$ cat src/sv/key_min_hold_release_scheduler_defines.svh
// Assertion macros used by the checks in the scheduler top level.
`ifndef KEY_MIN_HOLD_RELEASE_SCHEDULER_DEFINES_SVH
`define KEY_MIN_HOLD_RELEASE_SCHEDULER_DEFINES_SVH

// Checked on every edge outside reset.
`define KMHR_ASSERT(lbl, prop, msg) \
   lbl: assert property (@(posedge clock) disable iff (reset) prop) else $error(msg);

// Checked on every edge, reset included.
`define KMHR_ASSERT_ALWAYS(lbl, prop, msg) \
   lbl: assert property (@(posedge clock) prop) else $error(msg);

`endif

$ cat src/sv/kmhr_pkg.sv
`timescale 1ns / 1ps

package kmhr_pkg;

   localparam int TIME_W   = 32;
   localparam int ENTRY_W  = 5;   // enough for 16 buttons and 2 sticks
   localparam int RSP_MAX  = 10;  // results kept per item
   localparam int CNT_W    = 4;   // holds 0..RSP_MAX
   localparam int Q_W      = 4;   // indexes 0..RSP_MAX-1

   localparam logic [TIME_W-1:0] MIN_HOLD_RESET = 32'd16600;
   localparam logic [3:0]        STICK_ID_BASE  = 4'd8;

   // Register index of min_hold_time on the APB port.
   localparam logic REG_MIN_HOLD = 1'b0;

   // Action codes.
   localparam logic [2:0] ACT_BTN_PRESS   = 3'd0;
   localparam logic [2:0] ACT_BTN_RELEASE = 3'd1;
   localparam logic [2:0] ACT_STK_PRESS   = 3'd2;
   localparam logic [2:0] ACT_STK_RELEASE = 3'd3;
   localparam logic [2:0] ACT_CLEAR       = 3'd4;
   localparam logic [2:0] ACT_FLUSH       = 3'd5;

   typedef enum logic [1:0] {
      ST_IDLE,
      ST_SWEEP,
      ST_EMIT
   } state_type;

   typedef struct packed {
      logic [2:0]        action;
      logic signed [3:0] target;
      logic [TIME_W-1:0] now_time;
   } req_type;

   typedef struct packed {
      logic       key_valid;
      logic [3:0] key_id;
      logic       key_up;
      logic [3:0] pending_count;
      logic       bad_request;
      logic       last;
   } rsp_type;

   typedef struct packed {
      logic               wr_en;
      logic [ENTRY_W-1:0] wr_addr;
      logic [TIME_W-1:0]  wr_data;
      logic               rd_en;
      logic [ENTRY_W-1:0] rd_addr;
      logic               clr_all;
   } mem_req_type;

   // Key id of a stick code: -1 -> 8, +1 -> 9, -2 -> 10, +2 -> 11.
   function automatic logic [3:0] stick_id(input logic [2:0] code);
      logic mag_two;
      mag_two = (code == 3'b010) || (code == 3'b110);
      return STICK_ID_BASE + {2'b00, mag_two, ~code[2]};
   endfunction

endpackage

$ cat src/sv/kmhr_time_ram.sv
`timescale 1ns / 1ps

// Press time store, one word per entry, with a valid bit per entry so that
// an entry never written since reset or clear reads as zero.
module kmhr_time_ram #(
   parameter int DEPTH = 10
) (
   input  logic                      clock,
   input  logic                      reset,
   input  kmhr_pkg::mem_req_type     mem_req,
   output logic [kmhr_pkg::TIME_W-1:0] rd_data
);

   localparam int AW = (DEPTH > 1) ? $clog2(DEPTH) : 1;

   logic [kmhr_pkg::TIME_W-1:0] mem [DEPTH];
   logic [DEPTH-1:0]            vld_ff, vld_in;
   logic [kmhr_pkg::TIME_W-1:0] rd_data_ff;
   logic                        rd_vld_ff;

   always_comb begin
      vld_in = vld_ff;
      if (mem_req.clr_all) begin
         vld_in = '0;
      end
      if (mem_req.wr_en) begin
         vld_in[mem_req.wr_addr[AW-1:0]] = 1'b1;
      end
   end

   always_ff @(posedge clock) begin
      if (reset) begin
         vld_ff <= '0;
      end else begin
         vld_ff <= vld_in;
      end
   end

   always_ff @(posedge clock) begin
      if (mem_req.wr_en) begin
         mem[mem_req.wr_addr[AW-1:0]] <= mem_req.wr_data;
      end
      if (mem_req.rd_en) begin
         rd_data_ff <= mem[mem_req.rd_addr[AW-1:0]];
         rd_vld_ff  <= vld_ff[mem_req.rd_addr[AW-1:0]];
      end
   end

   assign rd_data = rd_vld_ff ? rd_data_ff : '0;

endmodule

$ cat src/sv/kmhr_ctrl.sv
`timescale 1ns / 1ps

// Sequencer: walks the entries an item touches, reads each press time from
// the store, updates the key flags and queues the events, then plays the
// queue out one beat per cycle. A bad item skips the walk and plays out at once.
module kmhr_ctrl #(
   parameter int NUM_BUTTONS = 8,
   parameter int NUM_STICKS  = 2
) (
   input  logic                        clock,
   input  logic                        reset,
   input  logic                        start,
   output logic                        busy,
   input  kmhr_pkg::req_type           req,
   input  logic [kmhr_pkg::TIME_W-1:0] min_hold,
   output kmhr_pkg::mem_req_type       mem_req,
   input  logic [kmhr_pkg::TIME_W-1:0] rd_data,
   output logic                        rsp_valid,
   output kmhr_pkg::rsp_type           rsp
);

   localparam int NE = NUM_BUTTONS + NUM_STICKS;
   localparam int EW = (NE > 1) ? $clog2(NE) : 1;
   localparam int BW = (NUM_BUTTONS > 1) ? $clog2(NUM_BUTTONS) : 1;
   localparam int SW = (NUM_STICKS > 1) ? $clog2(NUM_STICKS) : 1;

   kmhr_pkg::state_type state_ff, state_in;

   logic [2:0]                  act_ff, act_in;
   logic [2:0]                  tgt_ff, tgt_in;
   logic [kmhr_pkg::TIME_W-1:0] now_ff, now_in;
   logic                        bad_ff, bad_in;
   logic [EW-1:0]               rd_idx_ff, rd_idx_in;
   logic [EW-1:0]               last_idx_ff, last_idx_in;
   logic                        issue_ff, issue_in;
   logic                        eval_vld_ff, eval_vld_in;
   logic [EW-1:0]               eval_idx_ff, eval_idx_in;
   logic [NUM_BUTTONS-1:0]      held_ff, held_in;
   logic [NE-1:0]               pend_ff, pend_in;
   logic [2:0]                  code_ff [NUM_STICKS];
   logic [2:0]                  code_in [NUM_STICKS];
   logic [3:0]                  q_id_ff [kmhr_pkg::RSP_MAX];
   logic [3:0]                  q_id_in [kmhr_pkg::RSP_MAX];
   logic                        q_up_ff [kmhr_pkg::RSP_MAX];
   logic                        q_up_in [kmhr_pkg::RSP_MAX];
   logic [kmhr_pkg::CNT_W-1:0]  cnt_ff, cnt_in;
   logic [kmhr_pkg::CNT_W-1:0]  ptr_ff, ptr_in;
   logic                        rsp_valid_ff, rsp_valid_in;
   kmhr_pkg::rsp_type           rsp_ff, rsp_in;

   // Request decode.
   logic          accept;
   logic          bad_now;
   logic          is_sweep;
   logic [4:0]    mag;
   logic [EW-1:0] first_idx;

   // Entry under evaluation.
   logic                        is_stick;
   logic [BW-1:0]               b_idx;
   logic [SW-1:0]               s_idx;
   logic [kmhr_pkg::TIME_W-1:0] diff;
   logic                        too_soon;
   logic                        overdue;
   logic                        emit_last;

   // Up to two queue pushes per evaluated entry, first one first.
   logic                       p0_v, p0_up, p1_v, p1_up;
   logic [3:0]                 p0_id, p1_id;
   logic [kmhr_pkg::CNT_W-1:0] cnt_mid;

   assign accept   = start && (state_ff == kmhr_pkg::ST_IDLE);
   assign mag      = req.target[3] ? (5'd0 - {req.target[3], req.target})
                                   : {1'b0, req.target};
   assign is_sweep = (req.action == kmhr_pkg::ACT_CLEAR) ||
                     (req.action == kmhr_pkg::ACT_FLUSH);

   always_comb begin
      unique case (req.action) inside
         kmhr_pkg::ACT_BTN_PRESS, kmhr_pkg::ACT_BTN_RELEASE:
            bad_now = (req.target < 0) || (int'(req.target) >= NUM_BUTTONS);
         kmhr_pkg::ACT_STK_PRESS, kmhr_pkg::ACT_STK_RELEASE:
            bad_now = (mag == 5'd0) || (int'(mag) > NUM_STICKS);
         kmhr_pkg::ACT_CLEAR, kmhr_pkg::ACT_FLUSH:
            bad_now = 1'b0;
         default:
            bad_now = 1'b1;
      endcase
   end

   always_comb begin
      if (is_sweep) begin
         first_idx = '0;
      end else if ((req.action == kmhr_pkg::ACT_STK_PRESS) ||
                   (req.action == kmhr_pkg::ACT_STK_RELEASE)) begin
         first_idx = EW'(NUM_BUTTONS) + EW'(mag) - EW'(1);
      end else begin
         first_idx = EW'(req.target[2:0]);
      end
   end

   assign is_stick  = eval_idx_ff >= EW'(NUM_BUTTONS);
   assign b_idx     = eval_idx_ff[BW-1:0];
   assign s_idx     = SW'(eval_idx_ff - EW'(NUM_BUTTONS));
   assign diff      = now_ff - rd_data;
   assign too_soon  = diff < min_hold;
   assign overdue   = diff > min_hold;
   assign emit_last = (cnt_ff == '0) || (ptr_ff == cnt_ff - kmhr_pkg::CNT_W'(1));

   // Next state.
   always_comb begin
      state_in = state_ff;
      unique case (state_ff)
         kmhr_pkg::ST_IDLE:
            if (start) begin
               state_in = bad_now ? kmhr_pkg::ST_EMIT : kmhr_pkg::ST_SWEEP;
            end
         kmhr_pkg::ST_SWEEP:
            if (eval_vld_ff && (eval_idx_ff == last_idx_ff)) begin
               state_in = kmhr_pkg::ST_EMIT;
            end
         kmhr_pkg::ST_EMIT:
            if (emit_last) begin
               state_in = kmhr_pkg::ST_IDLE;
            end
         default:
            state_in = kmhr_pkg::ST_IDLE;
      endcase
   end

   // Outputs of the state machine: handshake and store accesses.
   always_comb begin
      busy            = (state_ff != kmhr_pkg::ST_IDLE);
      mem_req.rd_en   = (state_ff == kmhr_pkg::ST_SWEEP) && issue_ff;
      mem_req.rd_addr = kmhr_pkg::ENTRY_W'(rd_idx_ff);
      mem_req.wr_en   = (state_ff == kmhr_pkg::ST_SWEEP) && eval_vld_ff &&
                        ((act_ff == kmhr_pkg::ACT_BTN_PRESS) ||
                         (act_ff == kmhr_pkg::ACT_STK_PRESS));
      mem_req.wr_addr = kmhr_pkg::ENTRY_W'(eval_idx_ff);
      mem_req.wr_data = now_ff;
      mem_req.clr_all = accept && (req.action == kmhr_pkg::ACT_CLEAR);
   end

   // Entry evaluation: flag updates and the events they cause.
   always_comb begin
      held_in = held_ff;
      pend_in = pend_ff;
      code_in = code_ff;
      p0_v  = 1'b0;
      p0_id = '0;
      p0_up = 1'b0;
      p1_v  = 1'b0;
      p1_id = '0;
      p1_up = 1'b0;
      if ((state_ff == kmhr_pkg::ST_SWEEP) && eval_vld_ff) begin
         unique case (act_ff)
            kmhr_pkg::ACT_BTN_PRESS: begin
               if (pend_ff[eval_idx_ff]) begin
                  p0_v  = 1'b1;
                  p0_id = 4'(b_idx);
                  p0_up = 1'b1;
                  pend_in[eval_idx_ff] = 1'b0;
               end
               held_in[b_idx] = 1'b1;
               p1_v  = 1'b1;
               p1_id = 4'(b_idx);
            end
            kmhr_pkg::ACT_BTN_RELEASE: begin
               if (too_soon) begin
                  pend_in[eval_idx_ff] = 1'b1;
               end else begin
                  held_in[b_idx] = 1'b0;
                  p0_v  = 1'b1;
                  p0_id = 4'(b_idx);
                  p0_up = 1'b1;
               end
            end
            kmhr_pkg::ACT_STK_PRESS: begin
               if (pend_ff[eval_idx_ff]) begin
                  p0_v  = (code_ff[s_idx] != 3'd0);
                  p0_id = kmhr_pkg::stick_id(code_ff[s_idx]);
                  p0_up = 1'b1;
                  pend_in[eval_idx_ff] = 1'b0;
               end
               code_in[s_idx] = tgt_ff;
               p1_v  = 1'b1;
               p1_id = kmhr_pkg::stick_id(tgt_ff);
            end
            kmhr_pkg::ACT_STK_RELEASE: begin
               if (too_soon) begin
                  pend_in[eval_idx_ff] = 1'b1;
               end else begin
                  code_in[s_idx] = 3'd0;
                  p0_v  = 1'b1;
                  p0_id = kmhr_pkg::stick_id(tgt_ff);
                  p0_up = 1'b1;
               end
            end
            kmhr_pkg::ACT_CLEAR: begin
               if (!is_stick) begin
                  p0_v  = held_ff[b_idx];
                  p0_id = 4'(b_idx);
                  held_in[b_idx] = 1'b0;
               end else begin
                  p0_v  = (code_ff[s_idx] != 3'd0);
                  p0_id = kmhr_pkg::stick_id(code_ff[s_idx]);
                  code_in[s_idx] = 3'd0;
               end
               p0_up = 1'b1;
               pend_in[eval_idx_ff] = 1'b0;
            end
            kmhr_pkg::ACT_FLUSH: begin
               if (pend_ff[eval_idx_ff] && overdue) begin
                  if (!is_stick) begin
                     p0_v  = 1'b1;
                     p0_id = 4'(b_idx);
                     held_in[b_idx] = 1'b0;
                  end else begin
                     p0_v  = (code_ff[s_idx] != 3'd0);
                     p0_id = kmhr_pkg::stick_id(code_ff[s_idx]);
                     code_in[s_idx] = 3'd0;
                  end
                  p0_up = 1'b1;
                  pend_in[eval_idx_ff] = 1'b0;
               end
            end
            default: begin
            end
         endcase
      end
   end

   // Request capture, entry walk, event queue and result register.
   always_comb begin
      act_in       = act_ff;
      tgt_in       = tgt_ff;
      now_in       = now_ff;
      bad_in       = bad_ff;
      rd_idx_in    = rd_idx_ff;
      last_idx_in  = last_idx_ff;
      issue_in     = issue_ff;
      eval_vld_in  = 1'b0;
      eval_idx_in  = eval_idx_ff;
      q_id_in      = q_id_ff;
      q_up_in      = q_up_ff;
      cnt_in       = cnt_ff;
      cnt_mid      = cnt_ff;
      ptr_in       = ptr_ff;
      rsp_valid_in = 1'b0;
      rsp_in       = '0;

      if (accept) begin
         act_in      = req.action;
         tgt_in      = req.target[2:0];
         now_in      = req.now_time;
         bad_in      = bad_now;
         rd_idx_in   = first_idx;
         last_idx_in = is_sweep ? EW'(NE - 1) : first_idx;
         issue_in    = 1'b1;
         cnt_in      = '0;
         ptr_in      = '0;
      end

      if (state_ff == kmhr_pkg::ST_SWEEP) begin
         eval_vld_in = issue_ff;
         eval_idx_in = rd_idx_ff;
         if (issue_ff) begin
            if (rd_idx_ff == last_idx_ff) begin
               issue_in = 1'b0;
            end else begin
               rd_idx_in = rd_idx_ff + EW'(1);
            end
         end
         // Events past the result limit are dropped.
         if (p0_v && (cnt_ff < kmhr_pkg::CNT_W'(kmhr_pkg::RSP_MAX))) begin
            q_id_in[cnt_ff[kmhr_pkg::Q_W-1:0]] = p0_id;
            q_up_in[cnt_ff[kmhr_pkg::Q_W-1:0]] = p0_up;
            cnt_mid = cnt_ff + kmhr_pkg::CNT_W'(1);
         end
         cnt_in = cnt_mid;
         if (p1_v && (cnt_mid < kmhr_pkg::CNT_W'(kmhr_pkg::RSP_MAX))) begin
            q_id_in[cnt_mid[kmhr_pkg::Q_W-1:0]] = p1_id;
            q_up_in[cnt_mid[kmhr_pkg::Q_W-1:0]] = p1_up;
            cnt_in = cnt_mid + kmhr_pkg::CNT_W'(1);
         end
      end

      if (state_ff == kmhr_pkg::ST_EMIT) begin
         ptr_in        = ptr_ff + kmhr_pkg::CNT_W'(1);
         rsp_valid_in  = 1'b1;
         if (cnt_ff != '0) begin
            rsp_in.key_valid = 1'b1;
            rsp_in.key_id    = q_id_ff[ptr_ff[kmhr_pkg::Q_W-1:0]];
            rsp_in.key_up    = q_up_ff[ptr_ff[kmhr_pkg::Q_W-1:0]];
         end
         rsp_in.pending_count = 4'($countones(pend_ff));
         rsp_in.bad_request   = bad_ff;
         rsp_in.last          = emit_last;
      end
   end

   always_ff @(posedge clock) begin
      if (reset) begin
         state_ff     <= kmhr_pkg::ST_IDLE;
         issue_ff     <= 1'b0;
         eval_vld_ff  <= 1'b0;
         held_ff      <= '0;
         pend_ff      <= '0;
         code_ff      <= '{default: 3'd0};
         cnt_ff       <= '0;
         ptr_ff       <= '0;
         rsp_valid_ff <= 1'b0;
      end else begin
         state_ff     <= state_in;
         issue_ff     <= issue_in;
         eval_vld_ff  <= eval_vld_in;
         held_ff      <= held_in;
         pend_ff      <= pend_in;
         code_ff      <= code_in;
         cnt_ff       <= cnt_in;
         ptr_ff       <= ptr_in;
         rsp_valid_ff <= rsp_valid_in;
      end
   end

   always_ff @(posedge clock) begin
      act_ff      <= act_in;
      tgt_ff      <= tgt_in;
      now_ff      <= now_in;
      bad_ff      <= bad_in;
      rd_idx_ff   <= rd_idx_in;
      last_idx_ff <= last_idx_in;
      eval_idx_ff <= eval_idx_in;
      q_id_ff     <= q_id_in;
      q_up_ff     <= q_up_in;
      rsp_ff      <= rsp_in;
   end

   assign rsp_valid = rsp_valid_ff;
   assign rsp       = rsp_ff;

endmodule

$ cat src/sv/key_min_hold_release_scheduler.sv
`timescale 1ns / 1ps
// A button or stick item reads its entry from the time store and evaluates it, then registers its
// results out; clear and flush first walk every entry before their first result.
// A new item is taken once the last result of the previous one is registered. A single key gives
// one or two beats; a bad item skips the walk and gives one. The store reads one entry per cycle.
// Reset (synchronous) releases all keys at once, clears every flag and store valid bit and loads
// min_hold_time with 16600; there is no clearing pass. Result beats cannot be stalled.

`include "key_min_hold_release_scheduler_defines.svh"

module key_min_hold_release_scheduler #(
   parameter int NUM_BUTTONS = 8,
   parameter int NUM_STICKS  = 2
) (
   input  logic               clock,
   input  logic               reset,

   // Command channel: an item is taken when start is high and busy is low.
   input  logic               start,
   output logic               busy,
   input  kmhr_pkg::req_type  req_payload,

   // Result channel: one beat per cycle while rsp_valid is high.
   output logic               rsp_valid,
   output kmhr_pkg::rsp_type  rsp_payload,

   // Register port.
   input  logic               psel,
   input  logic               penable,
   input  logic               pwrite,
   input  logic [2:0]         paddr,
   input  logic [31:0]        pwdata,
   output logic [31:0]        prdata,
   output logic               pready
);

   // Each button and each stick is one entry of the press time store. The
   // sticks follow the buttons, so clear and flush visit buttons first and
   // then sticks, which is the order in which their release events leave.
   localparam int NUM_ENTRIES = NUM_BUTTONS + NUM_STICKS;

   logic [kmhr_pkg::TIME_W-1:0] min_hold_ff, min_hold_in;
   logic                        csr_write;
   kmhr_pkg::mem_req_type       mem_req;
   logic [kmhr_pkg::TIME_W-1:0] mem_rd_data;

   // The only register, min_hold_time, sits at byte address 0. Writes to
   // the upper word are dropped and it reads back as zero.
   assign pready    = 1'b1;
   assign csr_write = psel && penable && pwrite && pready &&
                      (paddr[2] == kmhr_pkg::REG_MIN_HOLD);

   always_comb begin
      min_hold_in = min_hold_ff;
      if (csr_write) begin
         min_hold_in = pwdata;
      end
   end

   always_ff @(posedge clock) begin
      if (reset) begin
         min_hold_ff <= kmhr_pkg::MIN_HOLD_RESET;
      end else begin
         min_hold_ff <= min_hold_in;
      end
   end

   assign prdata = (paddr[2] == kmhr_pkg::REG_MIN_HOLD) ? min_hold_ff : '0;

   // The sequencer walks the entries of an item and queues its events; the
   // store holds the press times, read one entry per cycle.
   kmhr_ctrl #(
      .NUM_BUTTONS (NUM_BUTTONS),
      .NUM_STICKS  (NUM_STICKS)
   ) u_ctrl (
      .clock     (clock),
      .reset     (reset),
      .start     (start),
      .busy      (busy),
      .req       (req_payload),
      .min_hold  (min_hold_ff),
      .mem_req   (mem_req),
      .rd_data   (mem_rd_data),
      .rsp_valid (rsp_valid),
      .rsp       (rsp_payload)
   );

   kmhr_time_ram #(
      .DEPTH (NUM_ENTRIES)
   ) u_time_ram (
      .clock   (clock),
      .reset   (reset),
      .mem_req (mem_req),
      .rd_data (mem_rd_data)
   );

   // Results of one item leave back to back until the last beat.
   `KMHR_ASSERT(a_beats_contiguous, rsp_valid && !rsp_payload.last |=> rsp_valid, "result beats of one item were split")
   // An accepted item keeps the block busy and shows no beat right away.
   `KMHR_ASSERT(a_accept_busy, start && !busy |=> busy && !rsp_valid, "accepted item did not start processing")
   // After a reset edge the block is idle and silent.
   `KMHR_ASSERT_ALWAYS(a_reset_idle, reset |=> !busy && !rsp_valid, "block not idle after reset")

endmodule
$ cat config.mk
export PLATFORM = sky130hd
export DESIGN_NAME = key_min_hold_release_scheduler
export DESIGN_NICKNAME = d
export VERILOG_FILES = /design/src/sv/kmhr_pkg.sv /design/src/sv/kmhr_time_ram.sv /design/src/sv/kmhr_ctrl.sv /design/src/sv/key_min_hold_release_scheduler.sv
export VERILOG_INCLUDE_DIRS = /design/src /design/src/sv
export SDC_FILE = /design/constraint.sdc
export NUM_CORES = 1
export LEC_CHECK = 0
export BUFFER_PORTS_ARGS = -buffer_cell sky130_fd_sc_hd__buf_2
export CORE_ASPECT_RATIO = 1.1
export CORE_MARGIN = 3
export CORE_UTILIZATION = 29
export CTS_CLUSTER_DIAMETER = 120
export DETAILED_ROUTE_END_ITERATION = 10
export MAX_ROUTING_LAYER = met4
export SLEW_MARGIN = 5
export SYNTH_ARGS = -nofsm -noshare
export SYNTH_HDL_FRONTEND = slang
export SYNTH_SLANG_ARGS = --single-unit
export TNS_END_PERCENT = 50
$ cat constraint.sdc
create_clock -name clock -period 7.3 [get_ports clock]
set_input_delay 0.365 -clock clock [delete_from_list [all_inputs] [get_ports clock]]
set_output_delay 0.365 -clock clock [all_outputs]
set_load 0.01 [all_outputs]
==> results of run 1 <==
-- sequential cells by signal, indices dropped and copies added (netlist names), 10 cells and up, named ones only --
signal,flops
u_ctrl.now_ff,32
u_ctrl.q_id_ff,40
u_time_ram.rd_data_ff,32
min_hold_ff,32
u_ctrl.rsp,12
u_time_ram.mem,320
u_time_ram.vld_ff,10
u_ctrl.q_up_ff,10
-- power groups by stage --
stage	clock network, uW	logic, uW	registers, uW
3_5_place_dp	0	1190	3610
2_1_floorplan	0	924	3570
5_1_grt	3020	1340	3550
6_report	2820	1200	3540
3_3_place_gp	0	1180	3600
4_1_cts	2900	1230	3540
-- cell usage in the layout (no fill, tap or decap), types with 16 or more instances in the layout --
| cell type | netlist | layout |
|---|---|---|
| sky130_fd_sc_hd__edfxtp_1 | 450 | 450 |
| sky130_fd_sc_hd__nand2_1 | 151 | 151 |
| sky130_fd_sc_hd__mux2i_1 | 144 | 144 |
| sky130_fd_sc_hd__nor2_1 | 140 | 132 |
| sky130_fd_sc_hd__a21oi_1 | 126 | 126 |
| sky130_fd_sc_hd__buf_2 | 8 | 123 |
| sky130_fd_sc_hd__dfxtp_1 | 95 | 91 |
| sky130_fd_sc_hd__ha_1 | 87 | 87 |
| sky130_fd_sc_hd__inv_1 | 79 | 78 |
| sky130_fd_sc_hd__mux4_2 | 77 | 77 |
| sky130_fd_sc_hd__dlygate4sd3_1 | 0 | 66 |
| sky130_fd_sc_hd__clkbuf_16 | 0 | 60 |
| sky130_fd_sc_hd__nor2b_1 | 48 | 48 |
| sky130_fd_sc_hd__a211oi_1 | 41 | 41 |
| sky130_fd_sc_hd__o21ai_0 | 35 | 35 |
| sky130_fd_sc_hd__nor3_1 | 37 | 34 |
| sky130_fd_sc_hd__buf_4 | 2 | 29 |
| sky130_fd_sc_hd__xnor2_1 | 25 | 25 |
| sky130_fd_sc_hd__nand3_1 | 22 | 22 |
| sky130_fd_sc_hd__nand4_1 | 20 | 20 |
| sky130_fd_sc_hd__xor2_1 | 19 | 19 |
| sky130_fd_sc_hd__clkbuf_1 | 64 | 19 |
| sky130_fd_sc_hd__and2_1 | 17 | 17 |
| sky130_fd_sc_hd__o211ai_1 | 16 | 16 |
-- cell families after synthesis --
group	Yosys count
DFF	545
other	1
xor gates and xnor gates	44
and+or+nand+nor	514
muxes	224
AOI/OAI and AO/OA	312
buffers and inverters	169
adders and majority gates	94
-- Yosys cell counts (all sizes together), types with 3 or more instances --
cell / count / area share
edfxtp: 450 / 0.53
nand2: 151 / 0.022
mux2i: 144 / 0.056
nor2: 140 / 0.021
a21oi: 128 / 0.026
dfxtp: 95 / 0.074
ha: 87 / 0.043
inv: 81 / 0.012
mux4: 80 / 0.071
clkbuf: 64 / 0.0094
nor2b: 48 / 0.012
nor3: 44 / 0.011
a211oi: 41 / 0.012
o21ai: 37 / 0.0074
xnor2: 25 / 0.0086
buf: 23 / 0.0050
nand3: 23 / 0.0047
nand4: 23 / 0.0074
xor2: 19 / 0.0065
and2: 18 / 0.0044
nor4: 16 / 0.0042
o211ai: 16 / 0.0047
a21o: 15 / 0.0045
nand2b: 14 / 0.0034
and3: 12 / 0.0029
a31oi: 10 / 0.0024
o22ai: 10 / 0.0032
o21a: 8 / 0.0023
fa: 7 / 0.0055
or3: 6 / 0.0015
or2: 5 / 0.0012
a21boi: 4 / 0.0012
nand3b: 4 / 0.0012
o31ai: 4 / 0.0019
o41ai: 4 / 0.0017
a22oi: 3 / 0.0011
a41oi: 3 / 0.0010
nor3b: 3 / 0.00088
o2111ai: 3 / 0.0017
o21bai: 3 / 0.00088
o31a: 3 / 0.0014
-- through the flow --
stage | area [um^2] | total power, uW | hold WS, ns | cells
after floorplan | 25580 | 4491 | 0.4064 | 1903
after detailed placement | 27610 | 4800 | 0.4469 | 3120
after global routing | 30110 | 7904 | 0.03384 | 3293
final | 30110 | 7561 | 0.05288 | 3293
after CTS | 30110 | 7665 | 0.01371 | 3292
after global placement | 27610 | 4776 | 0.4446 | 3120
-- critical path, stage by stage (launching register included) --
cell and delay (ns):
sky130_fd_sc_hd__edfxtp_1 0.37, sky130_fd_sc_hd__buf_12 0.19, sky130_fd_sc_hd__nand2_1 0.10, sky130_fd_sc_hd__ha_1 0.33, sky130_fd_sc_hd__a21o_1 0.20, sky130_fd_sc_hd__or3_1 0.36, sky130_fd_sc_hd__o211ai_1 0.25, sky130_fd_sc_hd__a21oi_1 0.15
sky130_fd_sc_hd__o311ai_0 0.58, sky130_fd_sc_hd__a21oi_1 0.17, sky130_fd_sc_hd__o21a_1 0.23, sky130_fd_sc_hd__o41a_1 0.33, sky130_fd_sc_hd__xnor2_1 0.14, sky130_fd_sc_hd__ha_1 0.31, sky130_fd_sc_hd__nand4_1 0.15, sky130_fd_sc_hd__nor4_2 0.07
sky130_fd_sc_hd__buf_4 0.15, sky130_fd_sc_hd__a221oi_2 0.29, sky130_fd_sc_hd__o21ai_0 0.27, sky130_fd_sc_hd__o31ai_2 0.36, sky130_fd_sc_hd__a21oi_1 0.15, sky130_fd_sc_hd__a32o_1 0.34, sky130_fd_sc_hd__inv_1 0.11, sky130_fd_sc_hd__ha_1 0.21
sky130_fd_sc_hd__nand2_1 0.16, sky130_fd_sc_hd__nor3_4 0.39, sky130_fd_sc_hd__mux2i_1 0.14
-- what timing repair did --
| item | in CTS | in global routing |
|---|---|---|
| resized for setup | 0 | 1 |
| endpoints found under the setup margin | 0 | 17 |
| buffers inserted | 0 | 0 |
| hold endpoints to repair | 66 | 0 |
| hold buffers | 66 | 0 |
-- metal layers --
metal / share of wire / track usage
met1: 0.43 / 0.1782
met2: 0.47 / 0.2233
met3: 0.075 / 0.03539
met4: 0.029 / 0.04280
met5: 0 / -
-- how the worst max path moves through the flow --
stage	to	slack [ns]	depth (start not counted)
3_5_place_dp	u_ctrl.q_id_ff[32]$_DFFE_PP_	0.39	26
4_1_cts	u_ctrl.q_id_ff[32]$_DFFE_PP_	0.36	26
5_1_grt	u_ctrl.q_id_ff[32]$_DFFE_PP_	0.04	25
6_report	u_ctrl.q_id_ff[32]$_DFFE_PP_	0.48	26
3_3_place_gp	u_ctrl.q_id_ff[32]$_DFFE_PP_	0.51	26
2_1_floorplan	u_ctrl.q_id_ff[0]$_DFFE_PP_	1.26	24
-- cell type report --
class / count / share of cell area
inverter: 82 / 0.01022
multi-input combinational: 1189 / 0.3179
clock buffer: 84 / 0.05451
timing repair buffer: 220 / 0.05094
sequential: 545 / 0.5122
clock inverter: 22 / 0.006440
antenna: 1 / 0.00008310
tap: 1150 / 0.04778
==> flow_summary_export.csv, run 1 <==
group,metric,value,unit
run_status,run_status,"complete, no violations",
logic_synthesis,post_synthesis_cell_type_count,88,
worst_setup_path,cp_capture_type,"flip-flop",
timing,timing.max_slew.rel_slack,0.2597,
pwr,vdd.ir_drop.worst,0.2854,mV
placement,pre_cts_ws,0.3926,ns
clock_tree,ctsRootBufferMaster,"sky130_fd_sc_hd__clkbuf_16",
timing,postLayoutSetupSlackWorst,0.4792,ns
pwr,p_sw_frac,0.2558,
global_routing,global_route_wire_length_before_repair,98.09,mm
floorplanning,dieHeight,317.5,um
cells_and_area,ff_latch_area,15420,um^2
detailed_routing,post_route_drc_violation_count,0,
floorplanning,floorplan.die_area,91820,um^2
pwr,power_leakage,0.01051,uW
timing,setup-violations-final,0,
logic_synthesis,complex_gate_fraction_of_the_synthesized_area,0.08055,
detailed_routing,wirelength,63.58,mm
worst_setup_path,worst_ep_required_time,7.60,ns
flow_run,max-cap-violations,0,
detailed_routing,firstDrtPassIters,5,
timing,fin_worst_skew,0.03399,ns
worst_setup_path,critical_path.max_fanout,32,
clock_tree,cts-htree-levels,2,
detailed_routing,final_antenna_net_count,0,
detailed_routing,dr_total_vias,16300,
logic_synthesis,yosys_most_used_dff,"sky130_fd_sc_hd__edfxtp_1",
floorplanning,floorplan.core_area,86950,um^2
worst_setup_path,rr_worst_depth,26,
clock_tree,cts_buffers,56,
worst_setup_path,cp.arrival,7.13,ns
cells_and_area,area_overhead_vs_synth,17.71,%
placement,place.detailed.hpwl,41.21,mm
logic_synthesis,synth-xor-area-share,0.01506,
worst_setup_path,timing.rr.end,"u_ctrl.q_id_ff[32]$_DFFE_PP_",
worst_setup_path,path_class,"reg -> reg",
pwr,power.density,251.1,nW/um^2
worst_setup_path,timing.rr.start,"u_time_ram.rd_vld_ff$_DFFE_PP_",
logic_synthesis,post_synth_fa_ha_maj_area_fraction,0.04803,
clock_tree,path_clk_slew,0.06,ns
worst_hold_path,timing.hold.worst.start,"req_payload[32]",
logic_synthesis,synth_mux_area_frac,0.1272,
clock_tree,clockBufferDepth,3,
logic_synthesis,synth_warnings,0,
timing,timing.setup.tns,0,ns
clock_tree,clock-sinks,545,
pwr,combPwrFrac,0.159,
worst_setup_path,worst_setup_path_startpoint,"u_time_ram.rd_vld_ff$_DFFE_PP_",
cells_and_area,multi_input_area,9572,um^2
detailed_routing,drt-wirelength-per-cell,19.31,um
global_routing,gr-usage-all-layers,0.1411,
floorplanning,ios,127,
logic_synthesis,synth_async_sr_flop_share,0,
timing,final-hold-violation-count,0,
floorplanning,die_w,289.2,um
logic_synthesis,postSynthRegisterBits,545,
cells_and_area,fill_cells,8414,
logic_synthesis,synth_edf_count,450,
cells_and_area,final_core_utilization,0.3463,
clock_tree,tritoncts_clock_tree,"built",
placement,numPortBuffers,123,
global_routing,maximum_number_of_pins_on_one_net_before_global_route_repair,103,
logic_synthesis,postSynthNetCount,2077,
pwr,power.internal,5627,uW
cells_and_area,final_net_count,2268,
clock_tree,clk_latency,0.62,ns
cells_and_area,share_of_post_route_cells_with_drive_strength_above_1,0.1699,
timing,finalCritPeriodShare,0.9344,
global_routing,grt_antenna_before_repair,2,
worst_hold_path,worstHoldPathType,"in -> reg",
timing,timing.final.max_slew_violations,0,
pwr,seqPwrFrac,0.468,
timing,rsz0062_at_grt,"no",
worst_hold_path,worst_hold_path_endpoint,"u_ctrl.tgt_ff[0]$_DFFE_PP_",
global_routing,grt_pass1_vias,16790,
logic_synthesis,combinational_family_with_the_most_area_after_synthesis,"multiplexers",
pwr,net-switching-power,1934,uW
detailed_routing,first_iter_violations,1218,
logic_synthesis,syn-cell-area,25580,um^2
worst_setup_path,r2r_setup_slack,0.48,ns
logic_synthesis,synthesized_instance_count,1903,
timing,tightest_slew,1.106,ns
placement,place_congestion,0.8934,
logic_synthesis,syn-mean-instance-area,13.44,um^2
timing,period_needed,6.821,ns
worst_setup_path,cp-start-kind,"flip-flop",
logic_synthesis,synth-simple-area-share,0.1000,
worst_hold_path,min_delay_path_depth,1,
floorplanning,initial_core_util,0.2942,
logic_synthesis,ys_seq_area_frac,0.6026,
detailed_routing,via_per_inst,4.950,
floorplanning,row_count,113,
timing,clock.fmax,0.1466,GHz
pwr,pwr-share-clk,0.373,
global_routing,globalRoute.totalOverflow,0,
(Power assumes the default switching activity.)
==> inputs of run 2 (changes only) <==
RECOVER_POWER = 25   (was default)
clock period = 6.91 ns   (was 7.3 ns; I/O delays follow)
==> run 2 against run 1 <==
Combinational power is essentially flat. Worst hold slack better by 0.082 ns. Routed wire length is 1.6% higher. Register-to-register slack gained 0.09 ns. Final cell count is 0.64% higher. Count of clock-buffer cells in the layout shrank 15. First-iteration DRC count is 15% higher. Highest routed layer unchanged.
==> flow_summary_export.csv, run 2 (synthesis results as in run 1) <==
group,metric,value,unit
floorplanning,ios,127,
timing,fin_worst_skew,0.04127,ns
floorplanning,row_count,113,
cells_and_area,fill_cells,8405,
worst_setup_path,crit_slowest_cell,"sky130_fd_sc_hd__edfxtp_1",
worst_setup_path,worst_path_dominant_cell_family,"compound AO/OA/AOI/OAI gates",
detailed_routing,post_route_drc_violation_count,0,
detailed_routing,drt-wirelength-per-cell,19.48,um
detailed_routing,met1Wirelength,27.94,mm
timing,timing.setup.tns,0,ns
cells_and_area,flip_flop_count_of_the_largest_register_after_layout,320,
detailed_routing,detailroute.wirelength.met3,4.597,mm
clock_tree,path_clk_slew,0.06,ns
detailed_routing,wirelength,64.57,mm
timing,timing.final.max_slew_violations,0,
detailed_routing,first_iter_violations,1398,
timing,final-hold-violation-count,0,
placement,numPortBuffers,123,
cells_and_area,share_of_post_route_cells_with_drive_strength_above_1,0.1712,
clock_tree,clock-sinks,545,
global_routing,maximum_number_of_pins_on_one_net_before_global_route_repair,78,
clock_tree,ctsRootBufferMaster,"sky130_fd_sc_hd__clkbuf_16",
placement,place.detailed.hpwl,42.66,mm
pwr,power_leakage,0.01059,uW
worst_setup_path,path_class,"reg -> reg",
detailed_routing,dr_total_vias,16460,
worst_setup_path,cp-start-kind,"flip-flop",
clock_tree,clk_latency,0.64,ns
clock_tree,cts_buffers,57,
placement,place_congestion,0.8897,
global_routing,gr-usage-all-layers,0.1433,
clock_tree,tritoncts_clock_tree,"built",
global_routing,global_route_wire_length_before_repair,99.28,mm
cells_and_area,ff_latch_area,15420,um^2
cells_and_area,final_net_count,2286,
timing,clock.fmax,0.1578,GHz
clock_tree,cts-htree-levels,2,
pwr,power.density,269.1,nW/um^2
timing,finalCritPeriodShare,0.9169,
floorplanning,dieHeight,317.5,um
floorplanning,die_w,289.2,um
worst_setup_path,cp.arrival,6.67,ns
placement,pre_cts_ws,0.1487,ns
worst_setup_path,worst-path-buf-inv,3,
worst_setup_path,worst_ep_required_time,7.25,ns
global_routing,grt_pass1_vias,16810,
detailed_routing,firstDrtPassIters,5,
timing,tightest_slew,1.157,ns
timing,postLayoutSetupSlackWorst,0.5740,ns
worst_setup_path,critical_path.max_fanout,22,
timing,setup-violations-final,0,
cells_and_area,final_common_cell,"sky130_fd_sc_hd__edfxtp_1",
timing,rsz0062_at_grt,"no",
worst_setup_path,path_common_cell,"sky130_fd_sc_hd__ha_1",
global_routing,grt_antenna_before_repair,4,
cells_and_area,final_core_utilization,0.3491,
worst_setup_path,slowest_delay,0.43,ns
run_status,run_status,"complete, no violations",
cells_and_area,multi_input_area,9600,um^2
pwr,vdd.ir_drop.worst,0.1693,mV
global_routing,globalRoute.totalOverflow,0,
detailed_routing,via_per_inst,4.965,
detailed_routing,final_antenna_net_count,0,
floorplanning,initial_core_util,0.2942,
clock_tree,clockBufferDepth,3,
timing,period_needed,6.336,ns
detailed_routing,met2_length,30.32,mm
flow_run,max-cap-violations,0,
floorplanning,floorplan.die_area,91820,um^2
floorplanning,floorplan.core_area,86950,um^2
worst_hold_path,worstHoldPathType,"in -> reg",
cells_and_area,commonest_non_fill_non_tap_cells_in_the_layout,"sky130_fd_sc_hd__edfxtp_1 (450), sky130_fd_sc_hd__nand2_1 (151), sky130_fd_sc_hd__mux2i_1 (144), sky130_fd_sc_hd__nor2_1 (132), sky130_fd_sc_hd__a21oi_1 (126)",
worst_setup_path,cp_capture_type,"flip-flop",
cells_and_area,area_overhead_vs_synth,18.65,%
timing,timing.max_slew.rel_slack,0.2259,
detailed_routing,topRoutingLayerUsed,"met4",
==> run 2: changes by cell type in the layout (fill, tap and decap cells not counted), moves of 2 or more <==
cell	before	now
sky130_fd_sc_hd__inv_4	2	0
sky130_fd_sc_hd__clkinvlp_4	1	6
sky130_fd_sc_hd__buf_4	29	42
sky130_fd_sc_hd__clkinv_2	7	10
sky130_fd_sc_hd__diode_2	1	3
sky130_fd_sc_hd__inv_8	0	2
sky130_fd_sc_hd__buf_2	123	105
sky130_fd_sc_hd__dlygate4sd3_1	66	69
sky130_fd_sc_hd__clkbuf_8	5	2
sky130_fd_sc_hd__clkbuf_16	60	58
sky130_fd_sc_hd__bufinv_16	1	6
sky130_fd_sc_hd__clkinv_1	6	10
sky130_fd_sc_hd__clkbuf_1	19	28
==> run 2: power breakdown <==
group          internal, uW  switching [uW]
registers              3660             164
clock network          1800            1340
logic                   593             606
total                  6060            2110
==> run 2: final cells by class <==
type / instances / area share
antenna: 3 / 0.0002473
clock inverter: 39 / 0.01389
inverter: 82 / 0.01014
multi-input combinational: 1189 / 0.3163
timing repair buffer: 237 / 0.05412
tap: 1150 / 0.04740
clock buffer: 69 / 0.04984
sequential: 545 / 0.5081
==> run 2: path summary, 6_finish.rpt <==
check,from,end,slack [ns],depth (start not counted)
setup / recovery,u_time_ram.rd_vld_ff$_DFFE_PP_,u_ctrl.q_id_ff[4]$_DFFE_PP_,0.57,26
hold / removal,pwdata[25],min_hold_ff[25]$_SDFFE_PP0P_,0.14,3
setup reg to reg,u_time_ram.rd_vld_ff$_DFFE_PP_,u_ctrl.q_id_ff[4]$_DFFE_PP_,0.57,26
hold reg to reg,min_hold_ff[19]$_SDFFE_PP0P_,min_hold_ff[19]$_SDFFE_PP0P_,0.45,2
==> run 2: per-stage QoR <==
step	instance area (um^2)	std cells	total power, uW	hold WS [ns]
final	30350	3314	8167	0.1350
after CTS	30330	3310	8263	0.07974
after global routing	30350	3314	8530	0.08538
after global placement	27710	3133	5047	0.4425
after detailed placement	27710	3133	5078	0.4473
after floorplan	25580	1903	4745	0.4064
==> run 2: repair_timing <==
item,in CTS,in global routing
resized for setup,0,7
hold buffers,69,0
setup endpoints to repair,0,58
endpoints found under the hold margin,69,0
buffers inserted,0,1
==> run 2: metal layers <==
metal,vias up,GRT usage
li1,7637,-
met5,-,-
met4,0,0.04056
met1,8229,0.1866
met2,477,0.2247
met3,112,0.03166
==> run 2: tightest hold or removal path: cells and delay by family <==
family | cells | cell delay (ns)
AOI/OAI and AO/OA | 1 | 0.09
buffers and inverters | 1 | 0.10
and+or+nand+nor | 1 | 0.16
==> inputs of run 3 (changes only) <==
BUFFER_PORTS_ARGS = default   (was -buffer_cell sky130_fd_sc_hd__buf_2)
DONT_BUFFER_PORTS = 1   (was default)
==> run 3 against run 2 <==
Register-to-register slack worse by 0.18 ns. Final cell count shrank 4.0%. Utilization is 0.92 points lower. Combinational power about the same. The flow now finishes with violations (max-capacitance violations, max-slew violations). Sequential share of layout area rose by 1.4 points. Via count shrank 2.5%.
==> flow_summary_export.csv, run 3 (synthesis results as in run 1) <==
group,metric,value,unit
floorplanning,initial_core_util,0.2942,
detailed_routing,first_iter_violations,1314,
worst_setup_path,timing.rr.start,"u_time_ram.rd_vld_ff$_DFFE_PP_",
clock_tree,clk_latency,0.64,ns
clock_tree,cts-htree-levels,2,
floorplanning,die_w,289.2,um
timing,clock.fmax,0.1535,GHz
timing,finalCritPeriodShare,0.9428,
worst_setup_path,cp.arrival,6.83,ns
worst_setup_path,worst_setup_path_startpoint,"u_time_ram.rd_vld_ff$_DFFE_PP_",
floorplanning,dieHeight,317.5,um
pwr,power.density,268.2,nW/um^2
cells_and_area,area_overhead_vs_synth,15.52,%
detailed_routing,firstDrtPassIters,5,
placement,place_congestion,0.8850,
placement,place.detailed.hpwl,42.28,mm
cells_and_area,final_common_cell,"sky130_fd_sc_hd__edfxtp_1",
worst_setup_path,slowest_delay,0.43,ns
worst_setup_path,rr_worst_depth,29,
timing,fin_worst_skew,0.05472,ns
floorplanning,ios,127,
cells_and_area,commonest_non_fill_non_tap_cells_in_the_layout,"sky130_fd_sc_hd__edfxtp_1 (450), sky130_fd_sc_hd__nand2_1 (151), sky130_fd_sc_hd__mux2i_1 (144), sky130_fd_sc_hd__nor2_1 (132), sky130_fd_sc_hd__a21oi_1 (126)",
clock_tree,clockBufferDepth,3,
global_routing,grt_pass1_vias,16160,
clock_tree,clock-sinks,545,
detailed_routing,wirelength,64.15,mm
timing,final-hold-violation-count,0,
clock_tree,tritoncts_clock_tree,"built",
cells_and_area,final_net_count,2156,
pwr,power_leakage,0.009998,uW
clock_tree,ctsRootBufferMaster,"sky130_fd_sc_hd__clkbuf_16",
worst_setup_path,r2r_setup_slack,0.40,ns
worst_setup_path,path_common_cell,"sky130_fd_sc_hd__buf_4",
flow_run,max-cap-violations,1,
placement,numPortBuffers,0,
worst_hold_path,worstHoldPathType,"in -> reg",
floorplanning,floorplan.die_area,91820,um^2
placement,pre_cts_ws,0.2026,ns
worst_setup_path,cp-start-kind,"flip-flop",
floorplanning,floorplan.core_area,86950,um^2
placement,numPlacedInstances,3002,
pwr,combPwrFrac,0.148,
worst_hold_path,min_delay_path_depth,2,
timing,period_needed,6.514,ns
timing,postLayoutSetupSlackWorst,0.3955,ns
worst_setup_path,cp_capture_type,"flip-flop",
worst_hold_path,worst_hold_path_endpoint,"u_ctrl.last_idx_ff[0]$_SDFFCE_PN1P_",
placement,area_of_placed_instances,27010,um^2
pwr,seqPwrFrac,0.481,
global_routing,grt_antenna_before_repair,5,
clock_tree,cts_buffers,56,
pwr,power.internal,5886,uW
worst_setup_path,critical_path.max_fanout,11,
pwr,net-switching-power,2041,uW
global_routing,global_route_wire_length_before_repair,97.66,mm
cells_and_area,design_area,29550,um^2
detailed_routing,final_antenna_net_count,0,
floorplanning,row_count,113,
run_status,run_status,"finished, violations left",
clock_tree,path_clk_slew,0.06,ns
timing,timing.final.max_slew_violations,38,
timing,setup-violations-final,0,
timing,tightest_slew,1.878,ns
global_routing,maximum_number_of_pins_on_one_net_before_global_route_repair,78,
worst_setup_path,path_class,"reg -> reg",
timing,timing.max_slew.rel_slack,-0.2520,
cells_and_area,flip_flop_count_of_the_largest_register_after_layout,320,
pwr,vdd.ir_drop.worst,0.1933,mV
run_status,violated_checks,"max-capacitance violations, max-slew violations",
pwr,p_sw_frac,0.2575,
cells_and_area,layout.cells.non_filler,3180,
pwr,pwr-share-clk,0.371,
global_routing,gr-usage-all-layers,0.1420,
global_routing,globalRoute.totalOverflow,0,
worst_setup_path,crit_slowest_cell,"sky130_fd_sc_hd__o311ai_1",
worst_setup_path,worst_ep_required_time,7.22,ns
worst_setup_path,timing.rr.end,"u_ctrl.q_id_ff[24]$_DFFE_PP_",
worst_hold_path,timing.hold.worst.start,"req_payload[32]",
detailed_routing,drt-wirelength-per-cell,20.17,um
timing,rsz0062_at_grt,"yes",
detailed_routing,dr_total_vias,16050,
detailed_routing,via_per_inst,5.046,
detailed_routing,post_route_drc_violation_count,0,
cells_and_area,share_of_post_route_cells_with_drive_strength_above_1,0.1213,
==> run 3: changes by cell type in the layout (fill, tap and decap cells not counted), moves of 2 or more <==
cell	delta
sky130_fd_sc_hd__clkinvlp_4	-5
sky130_fd_sc_hd__buf_4	-7
sky130_fd_sc_hd__clkinv_1	-3
sky130_fd_sc_hd__buf_12	-2
sky130_fd_sc_hd__buf_2	-105
sky130_fd_sc_hd__inv_8	-2
sky130_fd_sc_hd__clkbuf_1	-9
sky130_fd_sc_hd__bufinv_16	-4
==> run 3: how the worst max path moves through the flow <==
| stage | to | slack (ns) |
|---|---|---|
| after detailed placement | u_ctrl.q_id_ff[32]$_DFFE_PP_ | 0.20 |
| final | u_ctrl.q_id_ff[24]$_DFFE_PP_ | 0.40 |
| after CTS | u_ctrl.q_id_ff[0]$_DFFE_PP_ | 0.12 |
| after floorplan | u_ctrl.q_id_ff[0]$_DFFE_PP_ | 0.87 |
| after global placement | u_ctrl.q_id_ff[32]$_DFFE_PP_ | 0.22 |
| after global routing | u_ctrl.q_id_ff[19]$_DFFE_PP_ | -0.03 |
==> run 3: worst max-delay path, delay by kind of cell, from the launching register on <==
family,cells,cell delay (ns)
compound gates,10,2.29
flops,1,0.35
fa+ha+maj,3,0.86
mux,1,0.08
buf+inv,6,1.00
simple gates,8,1.48
xor+xnor,1,0.14
==> run 3: final cells by class <==
cell class / instances / area [um^2]
fill: 8394 / 57400
sequential: 545 / 15420
multi-input combinational: 1189 / 9589
clock buffer: 78 / 1556
tap: 1150 / 1439
timing repair buffer: 108 / 998.5
inverter: 82 / 307.8
clock inverter: 26 / 235.2
antenna: 2 / 5.005
==> run 3: power groups by stage <==
stage	Combinational, uW	Sequential, uW	Clock, uW
3_3_place_gp	1120	3880	0
2_1_floorplan	976	3770	0
6_report	1170	3810	2940
5_1_grt	1290	3830	3150
3_5_place_dp	1140	3890	0
4_1_cts	1190	3820	3020
==> run 3: what timing repair did <==
action                                 4_1_cts  5_1_grt
hold buffers                                71        0
setup endpoints to repair                    0       47
resized for setup                            0        4
endpoints found under the hold margin      122        0
setup buffers                                0        1
==> run 3: metrics by stage <==
stage / setup TNS [ns] / total power (uW) / utilization / hold WS, ns
global placement: 0 / 5005 / 0.3106 / 0.4315
floorplan: 0 / 4745 / - / 0.4064
CTS: 0 / 8025 / 0.3396 / 0.03882
detailed placement: 0 / 5026 / 0.3106 / 0.4360
global route: -0.08731 / 8271 / 0.3399 / 0.07993
finish: 0 / 7927 / 0.3399 / 0.08796
==> run 3: per-layer routing <==
layer,routed length (um),share of wire,vias up,track usage
met3,4133,0.064,111,0.02686
li1,-,-,7377,-
met2,29950,0.47,511,0.2219
met4,1672,0.026,0,0.04179
met5,0,0,-,-
met1,28400,0.44,8046,0.1879
